$ cat src/rtl/core/mii_pkg.sv
// Shared types, constants and helpers for the masked integral image block.
// No dependencies; every other file of the block imports this package.
`timescale 1ns / 1ps

package mii_pkg;

	localparam int MAX_WIDTH_DEF  = 1024;
	localparam int MAX_HEIGHT_DEF = 1024;
	localparam int PIXEL_BITS_DEF = 16;

	localparam int SUM_W     = 36;
	localparam int SIZE_W    = 11;
	localparam int CFG_IDX_W = 2;

	localparam logic [SIZE_W-1:0] SIZE_RESET = 11'd1024;

	typedef enum logic [CFG_IDX_W-1:0] {
		REG_MASK_ENABLE  = 2'd0,
		REG_IMAGE_WIDTH  = 2'd1,
		REG_IMAGE_HEIGHT = 2'd2
	} cfg_reg_t;

	typedef struct packed {
		logic              mask_en;
		logic [SIZE_W-1:0] width_last;
		logic [SIZE_W-1:0] height_last;
	} cfg_t;

	typedef struct packed {
		logic first_row;
		logic row_end;
		logic frame_end;
	} pos_flags_t;

	// Last valid position for a configured size: zero acts as one and the
	// size saturates at the synthesised maximum.
	function automatic logic [SIZE_W-1:0] clamp_last(input logic [SIZE_W-1:0] v,
		input int max_size);
		logic [SIZE_W-1:0] r;
		if (v == '0) begin
			r = '0;
		end else if (int'(v) > max_size) begin
			r = SIZE_W'(max_size - 1);
		end else begin
			r = v - 1'b1;
		end
		return r;
	endfunction

endpackage

$ cat src/rtl/core/mii_if.sv


interface mii_cfg_if import mii_pkg::*; ();
	logic                 valid;
	logic                 ready;
	logic [CFG_IDX_W-1:0] index;
	logic [SIZE_W-1:0]    data;

	modport source (output valid, index, data, input ready);
	modport sink (input valid, index, data, output ready);
endinterface

$ cat src/rtl/core/mii_cfg.sv
// Configuration registers: mask enable and frame size, with the size clamping.
// Depends on mii_pkg and the mii_cfg_if interface.
`timescale 1ns / 1ps

module mii_cfg import mii_pkg::*; #(
	parameter int MAX_WIDTH  = MAX_WIDTH_DEF,
	parameter int MAX_HEIGHT = MAX_HEIGHT_DEF
) (
	input  logic      clk,
	input  logic      arst_n,
	mii_cfg_if.sink   cfg,
	output cfg_t      ctrl
);

	logic              mask_en_q;
	logic [SIZE_W-1:0] width_q;
	logic [SIZE_W-1:0] height_q;

	assign cfg.ready = 1'b1;

	always_ff @(posedge clk or negedge arst_n) begin
		if (!arst_n) begin
			mask_en_q <= 1'b0;
			width_q   <= SIZE_RESET;
			height_q  <= SIZE_RESET;
		end else if (cfg.valid && cfg.ready) begin
			case (cfg.index)
				REG_MASK_ENABLE:  mask_en_q <= cfg.data[0];
				REG_IMAGE_WIDTH:  width_q   <= cfg.data;
				REG_IMAGE_HEIGHT: height_q  <= cfg.data;
				default: ;
			endcase
		end
	end

	always_comb begin
		ctrl.mask_en     = mask_en_q;
		ctrl.width_last  = clamp_last(width_q, MAX_WIDTH);
		ctrl.height_last = clamp_last(height_q, MAX_HEIGHT);
	end

endmodule

$ cat src/flat_wrapper.sv
// flat-port wrapper written by rule: the top's interface ports become plain ports
module mii_cfg_flat import mii_pkg::*;
#(
	parameter int MAX_WIDTH  = MAX_WIDTH_DEF,
	parameter int MAX_HEIGHT = MAX_HEIGHT_DEF
)
  (clk, arst_n, ctrl, cfg_valid, cfg_index, cfg_data, cfg_ready);
  mii_cfg_if cfg_i ();
  input  logic clk;
  input  logic arst_n;
  output cfg_t ctrl;
  input wire logic [$bits(cfg_i.valid)-1:0] cfg_valid;
  input wire logic [$bits(cfg_i.index)-1:0] cfg_index;
  input wire logic [$bits(cfg_i.data)-1:0] cfg_data;
  output wire logic [$bits(cfg_i.ready)-1:0] cfg_ready;
  assign cfg_i.valid = cfg_valid;
  assign cfg_i.index = cfg_index;
  assign cfg_i.data = cfg_data;
  assign cfg_ready = cfg_i.ready;
  mii_cfg #(.MAX_WIDTH(MAX_WIDTH), .MAX_HEIGHT(MAX_HEIGHT)) u_core (.clk(clk), .arst_n(arst_n), .cfg(cfg_i), .ctrl(ctrl));
endmodule
$ cat config.mk
export PLATFORM = sky130hd
export DESIGN_NAME = mii_cfg_flat
export DESIGN_NICKNAME = d
export VERILOG_FILES = /design/src/rtl/core/mii_pkg.sv /design/src/rtl/core/mii_if.sv /design/src/rtl/core/mii_cfg.sv /design/src/flat_wrapper.sv
export SDC_FILE = /design/constraint.sdc
export NUM_CORES = 1
export LEC_CHECK = 0
export ABC_AREA = 0
export BUFFER_PORTS_ARGS = -buffer_cell sky130_fd_sc_hd__buf_2
export CAP_MARGIN = 20
export CELL_PAD_IN_SITES_DETAIL_PLACEMENT = 1
export CELL_PAD_IN_SITES_GLOBAL_PLACEMENT = 1
export CORE_MARGIN = 2
export CORE_UTILIZATION = 42
export DETAILED_ROUTE_END_ITERATION = 6
export GPL_TIMING_DRIVEN = 0
export PLACE_DENSITY_LB_ADDON = 0.1
export SYNTH_ARGS = -nofsm -noshare
export SYNTH_HDL_FRONTEND = slang
export SYNTH_SLANG_ARGS = --single-unit
$ cat constraint.sdc
create_clock -name clk -period 3.7 [get_ports clk]
set_input_delay 0.74 -clock clk [delete_from_list [all_inputs] [get_ports clk]]
set_output_delay 0.74 -clock clk [all_outputs]
set_load 0.03 [all_outputs]
==> metrics.txt <==
post-synth top area share 36.4%; Core Footprint 3310 um2; via count 1288; RSZ-0062 raised after global routing no; pre-CTS setup slack 0.674 ns; CTS Sinks 23; PwrDens 507 nW/um2; FF+latch count, synth 23; Area growth, synth to finish 18.5%; met2 wire len 1.64 mm; GPL Wtd Cong 0.756; most frequent cells in the layout 36 x buf_2, 24 x mux2_2, 21 x dfrtp_1; Die ar. 3930 um2; VDD IR max 227 uV; DP Wirelength 2.70 mm; share of cells above drive strength 1 38.8%; Seq/Total Area, Yosys 40.0%; Setup TNS 0 ns; cell count after synthesis 147; CTS Buf Count 3; top area cells in the synthesized netlist dfrtp_1 36%, mux2_2 19%, o21ai_0 3.8%, dfstp_2 3.6%, xor2_1 3.0%; input/output buffers 36; first-pass iteration count of the detailed router 4; final hold violation count 0; final WL 3.34 mm; clk_skew 0 ns; Mapped Area 1450 um2; row count 21; CTS tree built; status finished clean; fin crit period 3.39 ns; Hold WC Path Type input pin to async pin; initial antenna violation count 0; reg2reg path depth 2; vias per std cell 5.50; largest net degree at the start of global routing 24; CTS H-tree depth 1; chip height 62.7 um; CP Max Fanout 8; final setup margin 0.306 ns; fill count 416; Synth cell types 35; Final Net Count 207; initial DRC count 36; Crit Reg-Reg Startpoint u_core.height_q[10]; Final Cycle Share 91.7%; largest area contributor in the netlist dfrtp_1; CTS Root Cell clkbuf_4; Remaining Overflow, GRT 0; Ys Warns 0; Post-CTS Setup Inserts 0; Crit path required time 2.96 ns; final core utilization 51.7%; Leak 0.735 nW; met3 wire len 169 um; actual slew at the worst max-slew pin 0.801 ns; Worst-Skew Late Latency 0.30 ns; reg2reg setup slack 2.50 ns; die span in x 62.7 um; Crit. Startpoint u_core.height_q[0]; post-cts resize count 0; commonest non-fill, non-tap cell in the layout buf_2; cts hold-fix bufs 0; clock buffer depth 2; GRT Total Usage 18.7%; syn avg cell area 9.83 um2; vias in the first global route 1271; startpoint class of the critical path register; Slew Limit Headroom 46.2%; Max Slew Vio Count 0; Clk pin slew, worst setup/hold paths 0.11 ns; Max-Cap Viols 0; Setup CP Type register to output pin; wl on met1 1.53 mm; Tot Pwr 0.868 mW; io pins 40; worst reg2reg path endpoint u_core.height_q[10]; DRC 0; Setup violations, final 0; CP Data Arrival Time 2.65 ns; Max Used Layer met4; kind of end point of the critical path output pin; ant diodes 0; FMAX 295 MHz; routed len/inst 14.3 um; first-pass GRT wire length 5.98 mm; starting density of the core 43.7%; post-route ant nets 0
-- registers in the layout, indices dropped and copies added (netlist names) --
register	cells
u_core.height_q	11
u_core.width_q	11
u_core.mask_en_q	1
-- worst max-delay path: stages, from the launching register on --
cell	delay, ns
dfrtp_1	0.45
inv_1	0.08
ha_1	0.23
nor3b_1	0.57
nand3_1	0.41
o21ai_0	0.34
nand3_1	0.11
buf_2	0.18
-- how the worst max path moves through the flow --
stage                     endpoint  slack (ns)
after detailed placement   ctrl[5]        0.67
after global routing       ctrl[5]        0.04
after floorplan           ctrl[14]        0.91
after global placement     ctrl[5]        0.77
final                      ctrl[5]        0.31
after CTS                  ctrl[5]        0.31
-- cells in the mapped netlist --
cell type and count:
xor2_1 5, or3b_4 1, a21oi_1 4, xnor2_1 1, a31oi_1 2, or4_1 2, a2bb2oi_1 1, nor4_1 4
nor3_1 4, conb_1 2, dfrtp_1 21, a21o_1 3, o31ai_1 2, o22a_1 1, nand4_1 1, buf_4 4
ha_1 2, or4b_4 1, nor2_1 10, o211ai_1 1, o21ai_0 11, maj3_2 1, nor3b_1 5, dfstp_2 2
clkbuf_1 5, o31a_1 1, nand2b_1 1, inv_1 6, nand2_1 8, nand3_1 5, a211o_1 1, o21ai_1 1
mux2_2 24, nand3b_1 3, or2_2 1
-- cells by family after synthesis --
kind of cell / count (synthesis) / share of synthesized area (%)
AO/OA/AOI/OAI: 28 / 11.9
XOR/XNOR: 6 / 3.64
adder cells (fa/ha/maj): 3 / 2.51
buffers and inverters: 15 / 4.94
flip-flops: 23 / 40.0
multiplexers: 24 / 18.7
other: 2 / 0.520
AND/OR/NAND/NOR: 46 / 17.7
-- power by group --
part           internal (mW)  leakage [nW]  switching, mW  total [mW]
combinational          0.153         0.451          0.246       0.400
clock                 0.0420        0.0150         0.0663       0.108
sequential             0.302         0.269         0.0586       0.360
total                  0.497         0.735          0.371       0.868
-- final cells by class --
type | count | area, um2 | share of cell area, %
plain buffers | 9 | 48.8 | 2.85
flip-flops and latches | 23 | 578 | 33.7
clock buffers | 4 | 26.3 | 1.53
repair buffers | 36 | 180 | 10.5
well taps | 46 | 57.6 | 3.36
inverters | 6 | 22.5 | 1.31
multi-input cells | 110 | 800 | 46.7
-- routing by layer --
layer / up-vias / global-route usage (%)
met5: - / 0
met4: 0 / 2.50
met3: 2 / 4.50
met2: 30 / 31.6
met1: 647 / 24.9
li1: 609 / -
-- stage by stage --
| stage | cell area, um2 | hold WS, ns | cells |
|---|---|---|---|
| after detailed placement | 1690 | 0.514 | 230 |
| after global routing | 1710 | 0.398 | 234 |
| after global placement | 1690 | 0.492 | 230 |
| after CTS | 1710 | 0.392 | 234 |
| final | 1710 | 0.389 | 234 |
| after floorplan | 1450 | 0.444 | 148 |
Note: power is estimated with default switching activity, not from simulation.
