**config.mk**
```make
export PLATFORM = sky130hd
export DESIGN_NAME = mii_front
export DESIGN_NICKNAME = d
export VERILOG_FILES = /design/src/rtl/core/mii_pkg.sv /design/src/rtl/core/mii_front.sv
export SDC_FILE = /design/constraint.sdc
export NUM_CORES = 1
export LEC_CHECK = 0
export BUFFER_PORTS_ARGS = -buffer_cell sky130_fd_sc_hd__buf_2
export CORE_MARGIN = 3
export CORE_UTILIZATION = 55
export DETAILED_ROUTE_END_ITERATION = 10
export PLACE_DENSITY = 0.81
export SLEW_MARGIN = 5
export SYNTH_ARGS = -nofsm -noshare
export SYNTH_HDL_FRONTEND = slang
export SYNTH_SLANG_ARGS = --single-unit
export TNS_END_PERCENT = 1
```
**constraint.sdc**
```tcl
create_clock -name clk -period 2.6 [get_ports clk]
set_input_delay 0 -clock clk [delete_from_list [all_inputs] [get_ports clk]]
set_output_delay 0 -clock clk [all_outputs]
set_load 0.02 [all_outputs]
```
**src/rtl/core/mii_pkg.sv**
```systemverilog
// Shared types, constants and helpers for the masked integral image block.
// No dependencies; every other file of the block imports this package.
`timescale 1ns / 1ps

package mii_pkg;

	localparam int MAX_WIDTH_DEF  = 1024;
	localparam int MAX_HEIGHT_DEF = 1024;
	localparam int PIXEL_BITS_DEF = 16;

	localparam int SUM_W     = 36;
	localparam int SIZE_W    = 11;
	localparam int CFG_IDX_W = 2;

	localparam logic [SIZE_W-1:0] SIZE_RESET = 11'd1024;

	typedef enum logic [CFG_IDX_W-1:0] {
		REG_MASK_ENABLE  = 2'd0,
		REG_IMAGE_WIDTH  = 2'd1,
		REG_IMAGE_HEIGHT = 2'd2
	} cfg_reg_t;

	typedef struct packed {
		logic              mask_en;
		logic [SIZE_W-1:0] width_last;
		logic [SIZE_W-1:0] height_last;
	} cfg_t;

	typedef struct packed {
		logic first_row;
		logic row_end;
		logic frame_end;
	} pos_flags_t;

	// Last valid position for a configured size: zero acts as one and the
	// size saturates at the synthesised maximum.
	function automatic logic [SIZE_W-1:0] clamp_last(input logic [SIZE_W-1:0] v,
		input int max_size);
		logic [SIZE_W-1:0] r;
		if (v == '0) begin
			r = '0;
		end else if (int'(v) > max_size) begin
			r = SIZE_W'(max_size - 1);
		end else begin
			r = v - 1'b1;
		end
		return r;
	endfunction

endpackage

```
**src/rtl/core/mii_front.sv**
```systemverilog
// Input stage: column and row counters, masked running row sum and the first pipeline register.
// Depends on mii_pkg.
`timescale 1ns / 1ps

module mii_front import mii_pkg::*; #(
	parameter int MAX_WIDTH  = MAX_WIDTH_DEF,
	parameter int MAX_HEIGHT = MAX_HEIGHT_DEF,
	parameter int PIXEL_BITS = PIXEL_BITS_DEF,
	localparam int COL_W  = $clog2(MAX_WIDTH),
	localparam int RSUM_W = (PIXEL_BITS + COL_W < SUM_W) ? PIXEL_BITS + COL_W : SUM_W
) (
	input  logic                  clk,
	input  logic                  arst_n,
	input  cfg_t                  ctrl,
	input  logic                  accept,
	input  logic [PIXEL_BITS-1:0] pixel,
	input  logic                  pixel_valid,
	output logic [COL_W-1:0]      col,
	output logic [COL_W-1:0]      col_s1,
	output logic [RSUM_W-1:0]     rsum_s1,
	output pos_flags_t            flags_s1
);

	localparam int ROW_W  = $clog2(MAX_HEIGHT);
	localparam int CCMP_W = (COL_W > SIZE_W) ? COL_W : SIZE_W;
	localparam int RCMP_W = (ROW_W > SIZE_W) ? ROW_W : SIZE_W;

	logic [COL_W-1:0]  col_q;
	logic [ROW_W-1:0]  row_q;
	logic [RSUM_W-1:0] rsum_q;
	logic [RSUM_W-1:0] rsum_next;
	logic              counts;
	logic              last_col;
	logic              last_row;

	assign col = col_q;

	always_comb begin
		counts    = !ctrl.mask_en || pixel_valid;
		rsum_next = rsum_q + (counts ? RSUM_W'(pixel) : '0);
		last_col  = CCMP_W'(col_q) >= CCMP_W'(ctrl.width_last);
		last_row  = RCMP_W'(row_q) >= RCMP_W'(ctrl.height_last);
	end

	always_ff @(posedge clk or negedge arst_n) begin
		if (!arst_n) begin
			col_q  <= '0;
			row_q  <= '0;
			rsum_q <= '0;
		end else if (accept) begin
			if (last_col) begin
				col_q  <= '0;
				rsum_q <= '0;
				row_q  <= last_row ? '0 : row_q + 1'b1;
			end else begin
				col_q  <= col_q + 1'b1;
				rsum_q <= rsum_next;
			end
		end
	end

	always_ff @(posedge clk) begin
		if (accept) begin
			col_s1             <= col_q;
			rsum_s1            <= rsum_next;
			flags_s1.first_row <= row_q == '0;
			flags_s1.row_end   <= last_col;
			flags_s1.frame_end <= last_col && last_row;
		end
	end

endmodule

```
==> flow_summary_export.csv <==
group,metric,value,unit
run_status,run_status,"finished, final reports clean",
clock_network,cts.path.max_buffers,2,
routing,route.top_layer_used,"met4",
worst_setup_path,critPathCaptureType,"flip-flop",
pwr,internal_power,3.62,mW
global_route,grt_pass1_wl,18.1,mm
placed_design,dpl_cell_area,5670,um^2
clock_network,post_cts_buffers,0,
logic_synthesis,synth_top_area_share,23.2,%
finish,n_antenna_cell,0,
sta,fin_hold_ws,0.128,ns
logic_synthesis,yosys-top-cells-area,"sky130_fd_sc_hd__edfxtp_1, sky130_fd_sc_hd__dfrtp_1, sky130_fd_sc_hd__ha_1",
logic_synthesis,synth-main-ff-cell,"sky130_fd_sc_hd__dfrtp_1",
routing,detail_route.drc_violations,0,
clock_network,cts_root_buf,"sky130_fd_sc_hd__clkbuf_8",
logic_synthesis,postSynthCellCount,494,
routing,drt_pre_antenna_iters,5,
logic_synthesis,number_of_synthesized_flops_with_an_enable_pin,39,
routing,wire_length_per_cell_after_detailed_routing,15.7,um
sta,finalSetupViolCount,0,
logic_synthesis,synth_sequential_area_ratio,46.0,%
worst_setup_path,delay_of_the_slowest_critical_path_stage,0.39,ns
placed_design,detailedPlacementHpwl,8.07,mm
routing,met1_length,5.00,mm
sta,timing_worst_slew_pin_value,1.09,ns
logic_synthesis,synth.net_count,577,
sta,hold_violations_final,0,
global_route,total_gr_overflow,0,
global_route,grt_max_degree,47,
sta,achievable_clock_frequency,401,MHz
routing,postRouteAntennaNets,0,
pwr,p_leak,2.79,nW
pwr,portion_of_total_power_attributed_to_the_clock_network,18.1,%
pwr,post-layout-total-power,5.92,mW
worst_setup_path,setup.worst_path.class,"reg2reg",
worst_setup_path,path_cells,"ha_1 -> inv_1 -> fa_1 -> nand2b_1 -> a21oi_2 -> o2111ai_1 -> a21oi_1 -> o22a_1 -> xor2_1 -> a31o_2",
logic_synthesis,synth.yosys.warnings,0,
finish,fraction_of_layout_instances_using_a_drive_strength_above_1,26.0,%
sta,maxSlewViolCount,0,
pwr,combPwrFrac,43.6,%
die,floorplan.die_area,10400,um^2
placed_design,buffer_ports.inserted,91,
die,initial_core_util,57.3,%
global_route,via_count_of_the_first_global_routing_pass,3962,
logic_synthesis,synth_area,5050,um^2
clock_network,worstSkewPairLatency,0.36,ns
routing,wl_met2,5.34,mm
die,die-width,102,um
die,floorplan.rows,34,
sta,worst_clock_skew,0.0144,ns
pwr,switching_power,2.30,mW
pwr,part_of_the_total_power_dissipated_in_sequential_elements,38.3,%
clock_network,htree_num_levels,3,
die,fp.dieH,102,um
worst_setup_path,crit_path_max_fanout,4,
pwr,power.switching_fraction,38.9,%
sta,post_layout_minimum_cycle_time,2.49,ns
clock_network,tritoncts.num_buffers,9,
worst_setup_path,cp_slowest_cell,"sky130_fd_sc_hd__fa_1",
sta,min_period_over_period,95.9,%
worst_setup_path,critical_path_rt,2.91,ns
global_route,antenna_found_initial,0,
finish,area_growth_from_synthesis_to_final_layout,17.1,%
die,core_area,8810,um^2
pwr,ir_worst_vdd,0.000668,V
finish,final_area,5910,um^2
sta,maxSlewHeadroom,27.5,%
placed_design,gpl.final_weighted_congestion,0.934,
clock_network,clk_pin_slew_worst_paths,0.09,ns
logic_synthesis,asyncSetResetFlopFracSynth,54.1,%
worst_hold_path,hold_path_class,"in2reg",
routing,drt_iter0_drc,231,
routing,met3WireLength,569,um
die,io_pins,92,
worst_setup_path,critPathArrivalTime,2.80,ns
logic_synthesis,syn_avg_cell_area,10.2,um^2
routing,routed-via-count,4066,
clock_network,cts_tree,"built",
worst_setup_path,timing.critical_path.from_type,"flip-flop",
pwr,p_per_area,1000,nW/um^2
routing,detail_route.vias_per_cell,5.74,
finish,num-nets-final,678,
routing,drt_wirelength,11.1,mm
global_route,global_route_usage_sum,21.9,%
logic_synthesis,post_synthesis_sequential_element_count,85,
clock_network,numClockSinks,85,
logic_synthesis,ys_types,66,
job,drv.max_cap_violation_count,0,
logic_synthesis,yosys_top_cell_by_area,"sky130_fd_sc_hd__edfxtp_1",
## critical path: cells and delay by family (launching register included)
family / cells / cell delay, ns
compound gates: 5 / 1.00
xor+xnor: 1 / 0.20
fa+ha+maj: 2 / 0.59
buf+inv: 1 / 0.06
flops: 1 / 0.38
simple gates: 1 / 0.20
## layer usage
layer  vias up  GRT usage [%]
met1      1956           28.4
met2       115           36.9
met3        18           4.13
li1       1977              -
met4         0           7.67
met5         -              0
## synth_stat cells (3+ instances only)
cell type and n:
sky130_fd_sc_hd__a211oi_1 3, sky130_fd_sc_hd__a21bo_2 3, sky130_fd_sc_hd__a21o_1 11, sky130_fd_sc_hd__a21oi_1 23, sky130_fd_sc_hd__a21oi_2 3, sky130_fd_sc_hd__a22o_1 10
sky130_fd_sc_hd__a311o_1 3, sky130_fd_sc_hd__a31o_2 8, sky130_fd_sc_hd__and2_1 18, sky130_fd_sc_hd__and3_1 10, sky130_fd_sc_hd__and4_1 4, sky130_fd_sc_hd__clkbuf_1 14
sky130_fd_sc_hd__dfrtp_1 46, sky130_fd_sc_hd__edfxtp_1 39, sky130_fd_sc_hd__ha_1 39, sky130_fd_sc_hd__inv_1 41, sky130_fd_sc_hd__nand2_1 30, sky130_fd_sc_hd__nand2b_1 8
sky130_fd_sc_hd__nand3_1 21, sky130_fd_sc_hd__nand4_1 7, sky130_fd_sc_hd__nor2_1 26, sky130_fd_sc_hd__nor2b_1 14, sky130_fd_sc_hd__nor3_1 4, sky130_fd_sc_hd__o211ai_1 3
sky130_fd_sc_hd__o21ai_0 28, sky130_fd_sc_hd__o22ai_1 3, sky130_fd_sc_hd__xnor2_1 15, sky130_fd_sc_hd__xor2_1 11
## metrics by stage
| stage | setup WS, ns | setup TNS (ns) | std cells | utilization (%) |
|---|---|---|---|---|
| 5_1_grt | -0.0116 | -0.0116 | 708 | 67.1 |
| 3_5_place_dp | 0.0597 | 0 | 691 | 64.4 |
| 6_report | 0.106 | 0 | 708 | 67.1 |
| 2_1_floorplan | 0.214 | 0 | 494 | - |
| 4_1_cts | 0.0400 | 0 | 708 | 67.1 |
| 3_3_place_gp | 0.122 | 0 | 691 | 64.4 |
## sequential cells by signal, indices dropped and copies added, names as in the netlist
| name | cells |
|---|---|
| col_s1 | 10 |
| rsum_q | 26 |
| rsum_s1 | 26 |
| flags_s1 | 3 |
| row_q | 10 |
| col | 10 |
## path summary, 6_finish.rpt
kind	cells past startpoint	to	from	slack [ns]
setup / recovery	10	rsum_q[14]	rsum_q[0]	0.11
hold / removal	1	col_s1[4]	accept	0.13
setup reg to reg	10	rsum_q[14]	rsum_q[0]	0.11
hold reg to reg	2	rsum_q[5]	rsum_q[5]	0.55
max in group asynchronous	2	col[5]	arst_n	1.55
min in group asynchronous	2	rsum_q[11]	arst_n	0.37
## layout by cell type, fill, tap and decap left out, drive strengths merged, types with 12 or more instances in the layout
| cell type | Yosys | layout |
|---|---|---|
| xnor2 | 15 | 15 |
| o21ai | 31 | 31 |
| nand3 | 22 | 22 |
| nor2b | 14 | 14 |
| ha | 39 | 39 |
| dfrtp | 46 | 46 |
| nor2 | 26 | 26 |
| nand2 | 30 | 30 |
| and3 | 12 | 12 |
| and2 | 20 | 20 |
| inv | 42 | 42 |
| a21oi | 27 | 27 |
| edfxtp | 39 | 39 |
| buf | 6 | 110 |
## final cells by class
cell class,count,area [um^2]
inverter,42,158
clock inverter,6,86.3
sequential,85,2320
clock buffer,10,138
fill,688,2900
tap,108,135
timing repair buffer,111,608
multi-input combinational,346,2460
## what timing repair did
item,CTS,global route
hold endpoints to repair,46,0
gates resized for setup,0,1
endpoints found under the setup margin,0,7
hold buffers,1,0
## logic make-up after synthesis
| kind of cell | synth area share (%) |
|---|---|
| buffers and inverters | 5.26 |
| adder cells (fa/ha/maj) | 10.1 |
| AND/OR/NAND/NOR | 16.4 |
| AO/OA/AOI/OAI | 17.6 |
| XOR/XNOR | 4.51 |
| flip-flops | 46.0 |
| multiplexers | 0.198 |
## power groups by stage
stage               registers (mW)  clock network [mW]  logic [mW]
global route                  2.33                1.12        2.86
global placement              2.27                   0        2.47
detailed placement            2.29                   0        2.55
finish                        2.27                1.07        2.58
CTS                           2.27                1.08        2.58
floorplan                     2.52                   0        1.57
Note: power is estimated with default switching activity, not from simulation.
